--- src/rtl/arpc_pkg.sv ---
// shared types and constants of the arp cache and responder
// no dependencies; imported by every module of the block
`default_nettype none

package arpc_pkg;

	localparam int IP_W  = 32;
	localparam int MAC_W = 48;
	localparam int ST_W  = 3;

	// stream word widths
	localparam int IN_TDATA_W  = 200;
	localparam int IN_TUSER_W  = 1;
	localparam int OUT_TDATA_W = 80;
	localparam int OUT_TUSER_W = ST_W;

	// configuration port
	localparam int CFG_IDX_W  = 2;
	localparam int CFG_DATA_W = 48;
	localparam logic [CFG_IDX_W-1:0] REG_LOCAL_IP  = 2'd0;
	localparam logic [CFG_IDX_W-1:0] REG_LOCAL_MAC = 2'd1;
	localparam logic [CFG_IDX_W-1:0] REG_ENABLED   = 2'd2;

	// arp header constants
	localparam logic [15:0] HW_ETHER   = 16'h0001;
	localparam logic [15:0] PT_IPV4    = 16'h0800;
	localparam logic [15:0] OP_REQUEST = 16'h0001;

	// result status codes
	localparam logic [ST_W-1:0] ST_IGNORED = 3'd0;
	localparam logic [ST_W-1:0] ST_LEARNED = 3'd1;
	localparam logic [ST_W-1:0] ST_REPLY   = 3'd2;
	localparam logic [ST_W-1:0] ST_HIT     = 3'd3;
	localparam logic [ST_W-1:0] ST_MISS    = 3'd4;
	localparam logic [ST_W-1:0] ST_NOTRDY  = 3'd5;

	// item kind carried in tuser
	localparam logic KIND_PACKET = 1'b0;
	localparam logic KIND_LOOKUP = 1'b1;

	typedef struct packed {
		logic load;
		logic scan_en;
		logic wr_en;
		logic res_load;
	} cmd_t;

	typedef struct packed {
		logic need_scan;
		logic is_lookup;
		logic scan_done;
	} sts_t;

endpackage

`default_nettype wire

--- src/rtl/arpc_ctrl.sv ---
// controller state machine of the arp cache and responder
// depends on arpc_pkg; drives the datapath through cmd_t, reads sts_t
`default_nettype none

module arpc_ctrl (
	input  wire logic         clk,
	input  wire logic         arst_n,
	input  wire logic         in_tvalid,
	output logic              in_tready,
	output logic              out_tvalid,
	input  wire logic         out_tready,
	input  wire arpc_pkg::sts_t sts,
	output arpc_pkg::cmd_t    cmd
);
	import arpc_pkg::*;

	localparam logic [1:0] S_IDLE  = 2'd0;
	localparam logic [1:0] S_DISP  = 2'd1;
	localparam logic [1:0] S_SCAN  = 2'd2;
	localparam logic [1:0] S_WRITE = 2'd3;

	logic [1:0] state_q;
	logic [1:0] state_d;
	logic       done_q;
	logic       done_d;
	logic       out_vld_q;
	logic       out_free;

	assign out_free   = !out_vld_q || out_tready;
	assign in_tready  = (state_q == S_IDLE) && !done_q;
	assign out_tvalid = out_vld_q;

	always_comb begin
		state_d      = state_q;
		done_d       = done_q;
		cmd          = '0;
		cmd.load     = in_tvalid && in_tready;
		// a finished result waits here until the output register frees up
		cmd.res_load = done_q && out_free;
		if (cmd.res_load) begin
			done_d = 1'b0;
		end
		case (state_q)
			S_IDLE: begin
				if (cmd.load) begin
					state_d = S_DISP;
				end
			end
			S_DISP: begin
				if (sts.need_scan) begin
					state_d = S_SCAN;
				end else begin
					state_d = S_IDLE;
					done_d  = 1'b1;
				end
			end
			S_SCAN: begin
				cmd.scan_en = 1'b1;
				if (sts.scan_done) begin
					if (sts.is_lookup) begin
						state_d = S_IDLE;
						done_d  = 1'b1;
					end else begin
						state_d = S_WRITE;
					end
				end
			end
			S_WRITE: begin
				cmd.wr_en = 1'b1;
				state_d   = S_IDLE;
				done_d    = 1'b1;
			end
			default: begin
				state_d = S_IDLE;
			end
		endcase
	end

	always_ff @(posedge clk or negedge arst_n) begin
		if (!arst_n) begin
			state_q   <= S_IDLE;
			done_q    <= 1'b0;
			out_vld_q <= 1'b0;
		end else begin
			state_q <= state_d;
			done_q  <= done_d;
			if (cmd.res_load) begin
				out_vld_q <= 1'b1;
			end else if (out_tready) begin
				out_vld_q <= 1'b0;
			end
		end
	end

endmodule

`default_nettype wire

--- src/rtl/arpc_dp.sv ---
// datapath of the arp cache and responder: config, item registers,
// table memory, compare scan and result register; depends on arpc_pkg
`default_nettype none

module arpc_dp #(
	parameter int CACHE_ENTRIES = 16
) (
	input  wire logic                             clk,
	input  wire logic                             arst_n,
	input  wire logic                             cfg_we,
	input  wire logic [arpc_pkg::CFG_IDX_W-1:0]   cfg_index,
	input  wire logic [arpc_pkg::CFG_DATA_W-1:0]  cfg_wdata,
	input  wire logic [arpc_pkg::IN_TDATA_W-1:0]  in_tdata,
	input  wire logic [arpc_pkg::IN_TUSER_W-1:0]  in_tuser,
	output logic      [arpc_pkg::OUT_TDATA_W-1:0] out_tdata,
	output logic      [arpc_pkg::OUT_TUSER_W-1:0] out_tuser,
	input  wire arpc_pkg::cmd_t                   cmd,
	output arpc_pkg::sts_t                        sts
);
	import arpc_pkg::*;

	localparam int IDXW = (CACHE_ENTRIES > 1) ? $clog2(CACHE_ENTRIES) : 1;
	localparam int CW   = $clog2(CACHE_ENTRIES + 1);
	localparam logic [CW-1:0] LAST = CW'(CACHE_ENTRIES);

	// input word fields
	logic             f_short;
	logic [15:0]      f_hw;
	logic [15:0]      f_pt;
	logic [15:0]      f_op;
	logic [MAC_W-1:0] f_smac;
	logic [IP_W-1:0]  f_sip;
	logic [IP_W-1:0]  f_tip;
	logic [IP_W-1:0]  f_qip;

	assign f_short = in_tdata[0];
	assign f_hw    = in_tdata[16:1];
	assign f_pt    = in_tdata[32:17];
	assign f_op    = in_tdata[48:33];
	assign f_smac  = in_tdata[96:49];
	assign f_sip   = in_tdata[128:97];
	assign f_tip   = in_tdata[160:129];
	assign f_qip   = in_tdata[192:161];

	logic [IP_W-1:0]  local_ip_q;
	logic             enabled_q;

	logic             is_lookup_q;
	logic             learn_q;
	logic             reply_q;
	logic [IP_W-1:0]  key_q;
	logic [MAC_W-1:0] smac_q;

	logic [IP_W-1:0]  ip_mem  [CACHE_ENTRIES];
	logic [MAC_W-1:0] mac_mem [CACHE_ENTRIES];
	logic [CACHE_ENTRIES-1:0] valid_q;

	logic [CW-1:0]    issue_q;
	logic             issuing;
	logic             vld_s1;
	logic [IDXW-1:0]  idx_s1;
	logic [IP_W-1:0]  rd_ip_s1;
	logic [MAC_W-1:0] rd_mac_s1;
	logic             hit_q;
	logic [IDXW-1:0]  hit_idx_q;
	logic [MAC_W-1:0] hit_mac_q;
	logic             free_q;
	logic [IDXW-1:0]  free_idx_q;
	logic [IDXW-1:0]  wr_idx;

	logic [ST_W-1:0]  res_status;
	logic [MAC_W-1:0] res_mac;
	logic [IP_W-1:0]  res_ip;
	logic [ST_W-1:0]  status_q;
	logic [MAC_W-1:0] peer_mac_q;
	logic [IP_W-1:0]  peer_ip_q;

	// configuration; the local mac is only the reply source of the frame
	// builder and changes no result here, so no copy of it is kept
	always_ff @(posedge clk or negedge arst_n) begin
		if (!arst_n) begin
			local_ip_q <= '0;
			enabled_q  <= 1'b0;
		end else if (cfg_we) begin
			case (cfg_index)
				REG_LOCAL_IP: local_ip_q <= cfg_wdata[IP_W-1:0];
				REG_ENABLED:  enabled_q  <= cfg_wdata[0];
				default: ;
			endcase
		end
	end

	// item capture; the key is the sender ip for a packet, the query ip for a lookup
	always_ff @(posedge clk) begin
		if (cmd.load) begin
			is_lookup_q <= (in_tuser[0] == KIND_LOOKUP);
			learn_q     <= !f_short && (f_hw == HW_ETHER) && (f_pt == PT_IPV4);
			reply_q     <= (f_op == OP_REQUEST) && (f_tip == local_ip_q);
			key_q       <= (in_tuser[0] == KIND_LOOKUP) ? f_qip : f_sip;
			smac_q      <= f_smac;
		end
	end

	assign issuing = cmd.scan_en && (issue_q != LAST);
	assign wr_idx  = hit_q ? hit_idx_q : (free_q ? free_idx_q : '0);

	// table memory: one write port, one registered read port
	always_ff @(posedge clk) begin
		if (cmd.wr_en) begin
			ip_mem[wr_idx]  <= key_q;
			mac_mem[wr_idx] <= smac_q;
		end
		if (issuing) begin
			rd_ip_s1  <= ip_mem[issue_q[IDXW-1:0]];
			rd_mac_s1 <= mac_mem[issue_q[IDXW-1:0]];
		end
	end

	always_ff @(posedge clk or negedge arst_n) begin
		if (!arst_n) begin
			valid_q <= '0;
		end else if (cmd.wr_en) begin
			valid_q[wr_idx] <= 1'b1;
		end
	end

	// compare scan, one entry a cycle; keeps the first match and first free slot
	always_ff @(posedge clk or negedge arst_n) begin
		if (!arst_n) begin
			issue_q    <= '0;
			vld_s1     <= 1'b0;
			idx_s1     <= '0;
			hit_q      <= 1'b0;
			hit_idx_q  <= '0;
			hit_mac_q  <= '0;
			free_q     <= 1'b0;
			free_idx_q <= '0;
		end else if (cmd.load) begin
			issue_q <= '0;
			vld_s1  <= 1'b0;
			hit_q   <= 1'b0;
			free_q  <= 1'b0;
		end else if (cmd.scan_en) begin
			vld_s1 <= issuing;
			if (issuing) begin
				issue_q <= issue_q + 1'b1;
				idx_s1  <= issue_q[IDXW-1:0];
			end
			if (vld_s1 && valid_q[idx_s1] && (rd_ip_s1 == key_q) && !hit_q) begin
				hit_q     <= 1'b1;
				hit_idx_q <= idx_s1;
				hit_mac_q <= rd_mac_s1;
			end
			if (vld_s1 && !valid_q[idx_s1] && !free_q) begin
				free_q     <= 1'b1;
				free_idx_q <= idx_s1;
			end
		end
	end

	assign sts.need_scan = is_lookup_q ? enabled_q : learn_q;
	assign sts.is_lookup = is_lookup_q;
	assign sts.scan_done = (issue_q == LAST) && !vld_s1;

	always_comb begin
		res_status = ST_IGNORED;
		res_mac    = '0;
		res_ip     = '0;
		if (is_lookup_q) begin
			if (!enabled_q) begin
				res_status = ST_NOTRDY;
			end else if (hit_q) begin
				res_status = ST_HIT;
				res_mac    = hit_mac_q;
			end else begin
				res_status = ST_MISS;
				res_ip     = key_q;
			end
		end else if (learn_q) begin
			if (reply_q) begin
				res_status = ST_REPLY;
				res_mac    = smac_q;
				res_ip     = key_q;
			end else begin
				res_status = ST_LEARNED;
			end
		end
	end

	always_ff @(posedge clk) begin
		if (cmd.res_load) begin
			status_q   <= res_status;
			peer_mac_q <= res_mac;
			peer_ip_q  <= res_ip;
		end
	end

	assign out_tdata = {peer_ip_q, peer_mac_q};
	assign out_tuser = status_q;

endmodule

`default_nettype wire

--- src/rtl/arp_cache_and_responder_top.sv ---
// channel   | dir | handshake                      | contents
// s_axis    | in  | s_axis_tvalid / s_axis_tready  | arp header fields or lookup address
// m_axis    | out | m_axis_tvalid / m_axis_tready  | status, peer mac, peer ip
// cfg       | in  | cfg_we (no wait)               | local_ip, local_mac, enabled
//
// a dropped packet or a lookup while disabled skips the compare scan after dispatch
// a lookup while enabled or a learned packet runs the compare scan that reads one table
// entry per cycle; a learned packet adds one write-back
// one item at a time; the next word is taken the cycle after a result enters m_axis
// a stalled m_axis holds the result, a further finished result then blocks s_axis
// reset clears the valid bits of all entries at once, no clearing pass
// top level of the arp cache and responder; depends on arpc_pkg, arpc_ctrl, arpc_dp
`default_nettype none

module arp_cache_and_responder_top #(
	parameter int CACHE_ENTRIES = 16
) (
	input  wire logic                              clk,
	input  wire logic                              arst_n,
	input  wire logic                              cfg_we,
	input  wire logic [arpc_pkg::CFG_IDX_W-1:0]    cfg_index,
	input  wire logic [arpc_pkg::CFG_DATA_W-1:0]   cfg_wdata,
	input  wire logic                              s_axis_tvalid,
	output logic                                   s_axis_tready,
	// short_packet, hw_type, ptype, opcode, src_mac, src_ip,
	// dst_ip, query_ip, zero pad
	input  wire logic [arpc_pkg::IN_TDATA_W-1:0]   s_axis_tdata,
	// req_type
	input  wire logic [arpc_pkg::IN_TUSER_W-1:0]   s_axis_tuser,
	output logic                                   m_axis_tvalid,
	input  wire logic                              m_axis_tready,
	// peer_mac, peer_ip
	output logic      [arpc_pkg::OUT_TDATA_W-1:0]  m_axis_tdata,
	// status
	output logic      [arpc_pkg::OUT_TUSER_W-1:0]  m_axis_tuser
);
	import arpc_pkg::*;

	cmd_t cmd;
	sts_t sts;

	arpc_ctrl u_ctrl (
		.clk        (clk),
		.arst_n     (arst_n),
		.in_tvalid  (s_axis_tvalid),
		.in_tready  (s_axis_tready),
		.out_tvalid (m_axis_tvalid),
		.out_tready (m_axis_tready),
		.sts        (sts),
		.cmd        (cmd)
	);

	arpc_dp #(
		.CACHE_ENTRIES (CACHE_ENTRIES)
	) u_dp (
		.clk       (clk),
		.arst_n    (arst_n),
		.cfg_we    (cfg_we),
		.cfg_index (cfg_index),
		.cfg_wdata (cfg_wdata),
		.in_tdata  (s_axis_tdata),
		.in_tuser  (s_axis_tuser),
		.out_tdata (m_axis_tdata),
		.out_tuser (m_axis_tuser),
		.cmd       (cmd),
		.sts       (sts)
	);

endmodule

`default_nettype wire

--- config.mk ---
export PLATFORM = sky130hd
export DESIGN_NAME = arp_cache_and_responder_top
export DESIGN_NICKNAME = d
export VERILOG_FILES = /design/src/rtl/arpc_pkg.sv /design/src/rtl/arpc_ctrl.sv /design/src/rtl/arpc_dp.sv /design/src/rtl/arp_cache_and_responder_top.sv
export SDC_FILE = /design/constraint.sdc
export NUM_CORES = 2
export LEC_CHECK = 0
export BUFFER_PORTS_ARGS = -buffer_cell sky130_fd_sc_hd__buf_2
export CAP_MARGIN = 40
export CORE_MARGIN = 10
export CORE_UTILIZATION = 50
export CTS_CLUSTER_DIAMETER = 30
export CTS_CLUSTER_SIZE = 16
export DETAILED_ROUTE_END_ITERATION = 8
export PLACE_DENSITY = 0.64
export SLEW_MARGIN = 20
export SYNTH_ARGS = -nofsm -noshare
export SYNTH_HDL_FRONTEND = slang
export SYNTH_HIERARCHICAL = 1
export SYNTH_SLANG_ARGS = --single-unit
--- constraint.sdc ---
create_clock -name clk -period 6.4 [get_ports clk]
set_clock_uncertainty 0.1 [all_clocks]
set_input_delay 0.96 -clock clk [delete_from_list [all_inputs] [get_ports clk]]
set_output_delay 0.96 -clock clk [all_outputs]
set_load 0.01 [all_outputs]
==> summary.txt <==
Critical path
  • FF-to-FF End: u_dp/hit_mac_q[2]
  • Reg2Reg Setup Slack: 2.50 ns
  • Worst path max stage delay: 0.59 ns
  • CP required: 7.03 ns
  • Levels on crit path: 9
  • Top Family by Delay on Critical Path: simple AND/OR/NAND/NOR gates
  • CP cell instances: nor3_2 -> and2_4 -> nand3b_1 -> or4_1 -> nor4_1 -> and4_4 -> buf_16 -> buf_4 -> mux2_1
  • Setup crit end: u_dp/hit_mac_q[2]
  • CP Class: reg -> reg
  • R2r startpoint: u_ctrl/state_q[0]
  • Worst R2R Path Depth: 9
  • Critical Path AT: 4.53 ns
  • Critical path fanouts, max: 29
  • Slowest-stage cell, CP: and4_4
  • Critical Path End Type: flop
  • Crit start category: flop
  • Buf+Inv Stages, Crit Path: 2
  • CP Launch Point: u_ctrl/state_q[0]

Die
  • Die X: 372.3 um
  • Total die area: 138600 sq um
  • Initial core utilization: 50.25%
  • Placeable core area: 123500 sq um
  • Core Rows: 129
  • I/O Pins: 341
  • Die height: 372.3 um

Global route
  • First-pass GRT wire length: 215.9 mm
  • GR Overflow Total: 0
  • Initial antenna violation count: 4
  • Total GRT Usage: 21.25%
  • Largest net degree at the start of global routing: 121
  • Number of global-route vias before repair: 32840

Route
  • Detail Route Antenna Nets: 0
  • Drt pass-1 iters: 5
  • Initial DRC Count: 3031
  • Post-route DRC: 0
  • Vias per cell: 5.872
  • DR vias: 29930
  • Total Wirelength: 145.9 mm
  • DR WL/cell: 28.62 um

Final layout
  • Area Overhead vs Synth: 25.41%
  • Fillers: 8063
  • Post-layout nets: 3468
  • Share of post-route cells with drive strength above 1: 39.73%
  • Register area: 48870 sq um
  • Util after Layout: 63.02%
  • Area taken by multi-input logic gates: 12760 sq um

Synthesis
  • Syn Area/Cell: 23.87 sq um
  • Post-Syn Instances: 2599
  • Seq/Total Area, Yosys: 78.73%
  • Prevailing post-synth register cell: edfxtp_1
  • Area share of the largest cell type after synthesis: 73.85%
  • List of most frequent post-synthesis cells: 1526 x edfxtp_1, 404 x mux4_2, 121 x dfrtp_1, 117 x mux2_1, 72 x clkbuf_1
  • Synth area leaders: edfxtp_1 74%, mux4_2 15%, dfrtp_1 4.9%, mux2_1 2.1%, a22o_1 0.71%
  • Dominant cell type by area after synthesis: edfxtp_1
  • Synthesized net count: 2857
  • Netlist cell types: 53
  • Count leader, synth: edfxtp_1
  • Number of synthesized flops with an enable pin: 1526
  • Syn Std Cell Area: 62050 sq um
  • Synth Register Bits: 1647
  • Async S/R FF share, synth: 7.347%
  • Synth warn: 6

STA
  • Pins Over Slew Limit: 0
  • Min cycle time layout: 3.900 ns
  • Final setup fails: 0
  • Final period utilization: 60.95%
  • Hold Vio Cnt, Final: 0
  • Min Hold Slack: 0.03720 ns
  • RSZ-0062 raised after global routing: false
  • Slew @ Worst Pin: 0.8956 ns
  • Max Fclk: 256.4 MHz
  • Setup Total Neg Slack: 0 ns
  • Headroom to the max-slew limit: 40.30%

Clock tree
  • Post-cts repair resize count: 0
  • H-tree Lvls: 5
  • Root buf cell: clkbuf_16
  • Post-CTS Setup Bufs: 0
  • Hold_buf cts: 0
  • Max Buffers Root-to-Sink: 4
  • Worst-Skew Late Latency: 0.89 ns
  • TritonCTS Buffers: 330
  • Worst-path clk slew: 0.05 ns
  • CTS tree: built
  • Num Clock Sinks: 1647

Power and ir drop
  • Final Total Pwr: 0.03535 W
  • Peak supply drop: 0.0003374 V
  • Power Density: 454.3 nW/um^2
  • Static leakage: 26.43 nW

Place
  • I/O Buffers: 317
  • RD Place Congestion: 0.8408
  • Estimated wirelength of the detail-placed design: 75.01 mm

Job
  • Number of max-cap violations: 0

Outcome
  • Status: completed

Hold path
  • Worst hold path class: in -> async
## cells by family (layout without fill, tap and decap cells)
group                      count (synthesis)  after routing  share of synthesized area, %
DFF                                     1647           1647                         78.73
muxes                                    529            529                         16.96
and+or+nand+nor                          152            152                         1.440
buffers and inverters                    131            990                        0.9357
AOI/OAI and AO/OA                         70             70                        0.9357
xor gates and xnor gates                  68             68                        0.9599
adders and majority gates                  2              2                       0.04032
other                                      0              2                             0
## through the flow
stage,worst slack [ns],instance area (sq um),cells
global placement,1.957,65830,4487
CTS,2.501,77650,5088
floorplan,1.386,62050,2599
detailed placement,1.970,66310,4508
finish,2.500,77810,5097
global route,2.363,77810,5096
## worst min-delay path by stage
stage	from	to	slack, ns	cells past startpoint
floorplan	u_dp/valid_q[10]	u_dp/valid_q[10]	0.33	1
CTS	arst_n	u_dp/hit_mac_q[28]	0.01	1
global route	arst_n	u_dp/hit_mac_q[22]	0.05	1
global placement	u_dp/rd_mac_s1[0]	u_dp/hit_mac_q[0]	0.34	1
detailed placement	u_dp/valid_q[14]	u_dp/valid_q[14]	0.35	1
finish	arst_n	u_dp/local_ip_q[8]	0.04	1
## where the power goes
group	internal, W	switching [W]
sequential	0.0131	0.000825
combinational	0.00215	0.00198
clock	0.0118	0.00546
## registers in the layout, indices dropped and copies added, names as in the netlist, 16 cells and up
register / count
u_dp/mac_mem: 768
u_dp/peer_ip_q: 32
u_dp/valid_q: 16
u_dp/rd_ip_s1: 32
u_dp/key_q: 32
u_dp/local_ip_q: 32
u_dp/smac_q: 48
u_dp/ip_mem: 512
u_dp/hit_mac_q: 48
u_dp/peer_mac_q: 48
u_dp/rd_mac_s1: 48
## layout make-up
cell class | instances | area share (%)
clock inverter | 196 | 3.181
multi-input combinational | 821 | 16.40
antenna | 2 | 0.006432
clock buffer | 384 | 11.40
tap | 1637 | 2.632
timing repair buffer | 401 | 3.533
sequential | 1647 | 62.80
inverter | 9 | 0.04663
## placed cells by master, fill, tap and decap left out, drive strengths merged, types with 4 or more instances in the layout
cell and n:
edfxtp 1526, mux4 404, buf 401, clkbuf 384
mux2 124, dfrtp 121, clkinv 84, a22o 50
bufinv 48, inv 41, xor2 35, and2 35
xnor2 33, clkinvlp 32, nor2 25, or2 18
nor4 17, nand4 15, nand2 10, nand2b 5
o21ai 5, nor3 4
## routing by layer
metal / track usage, % / vias to the layer above / part of all wire (%)
met2: 35.42 / 1344 / 51
met5: 0 / - / 0
met1: 28.10 / 16010 / 39
met4: 5.658 / 0 / 1.8
met3: 5.110 / 234 / 8.0
li1: - / 12350 / -
Note: power is estimated with default switching activity, not from simulation.
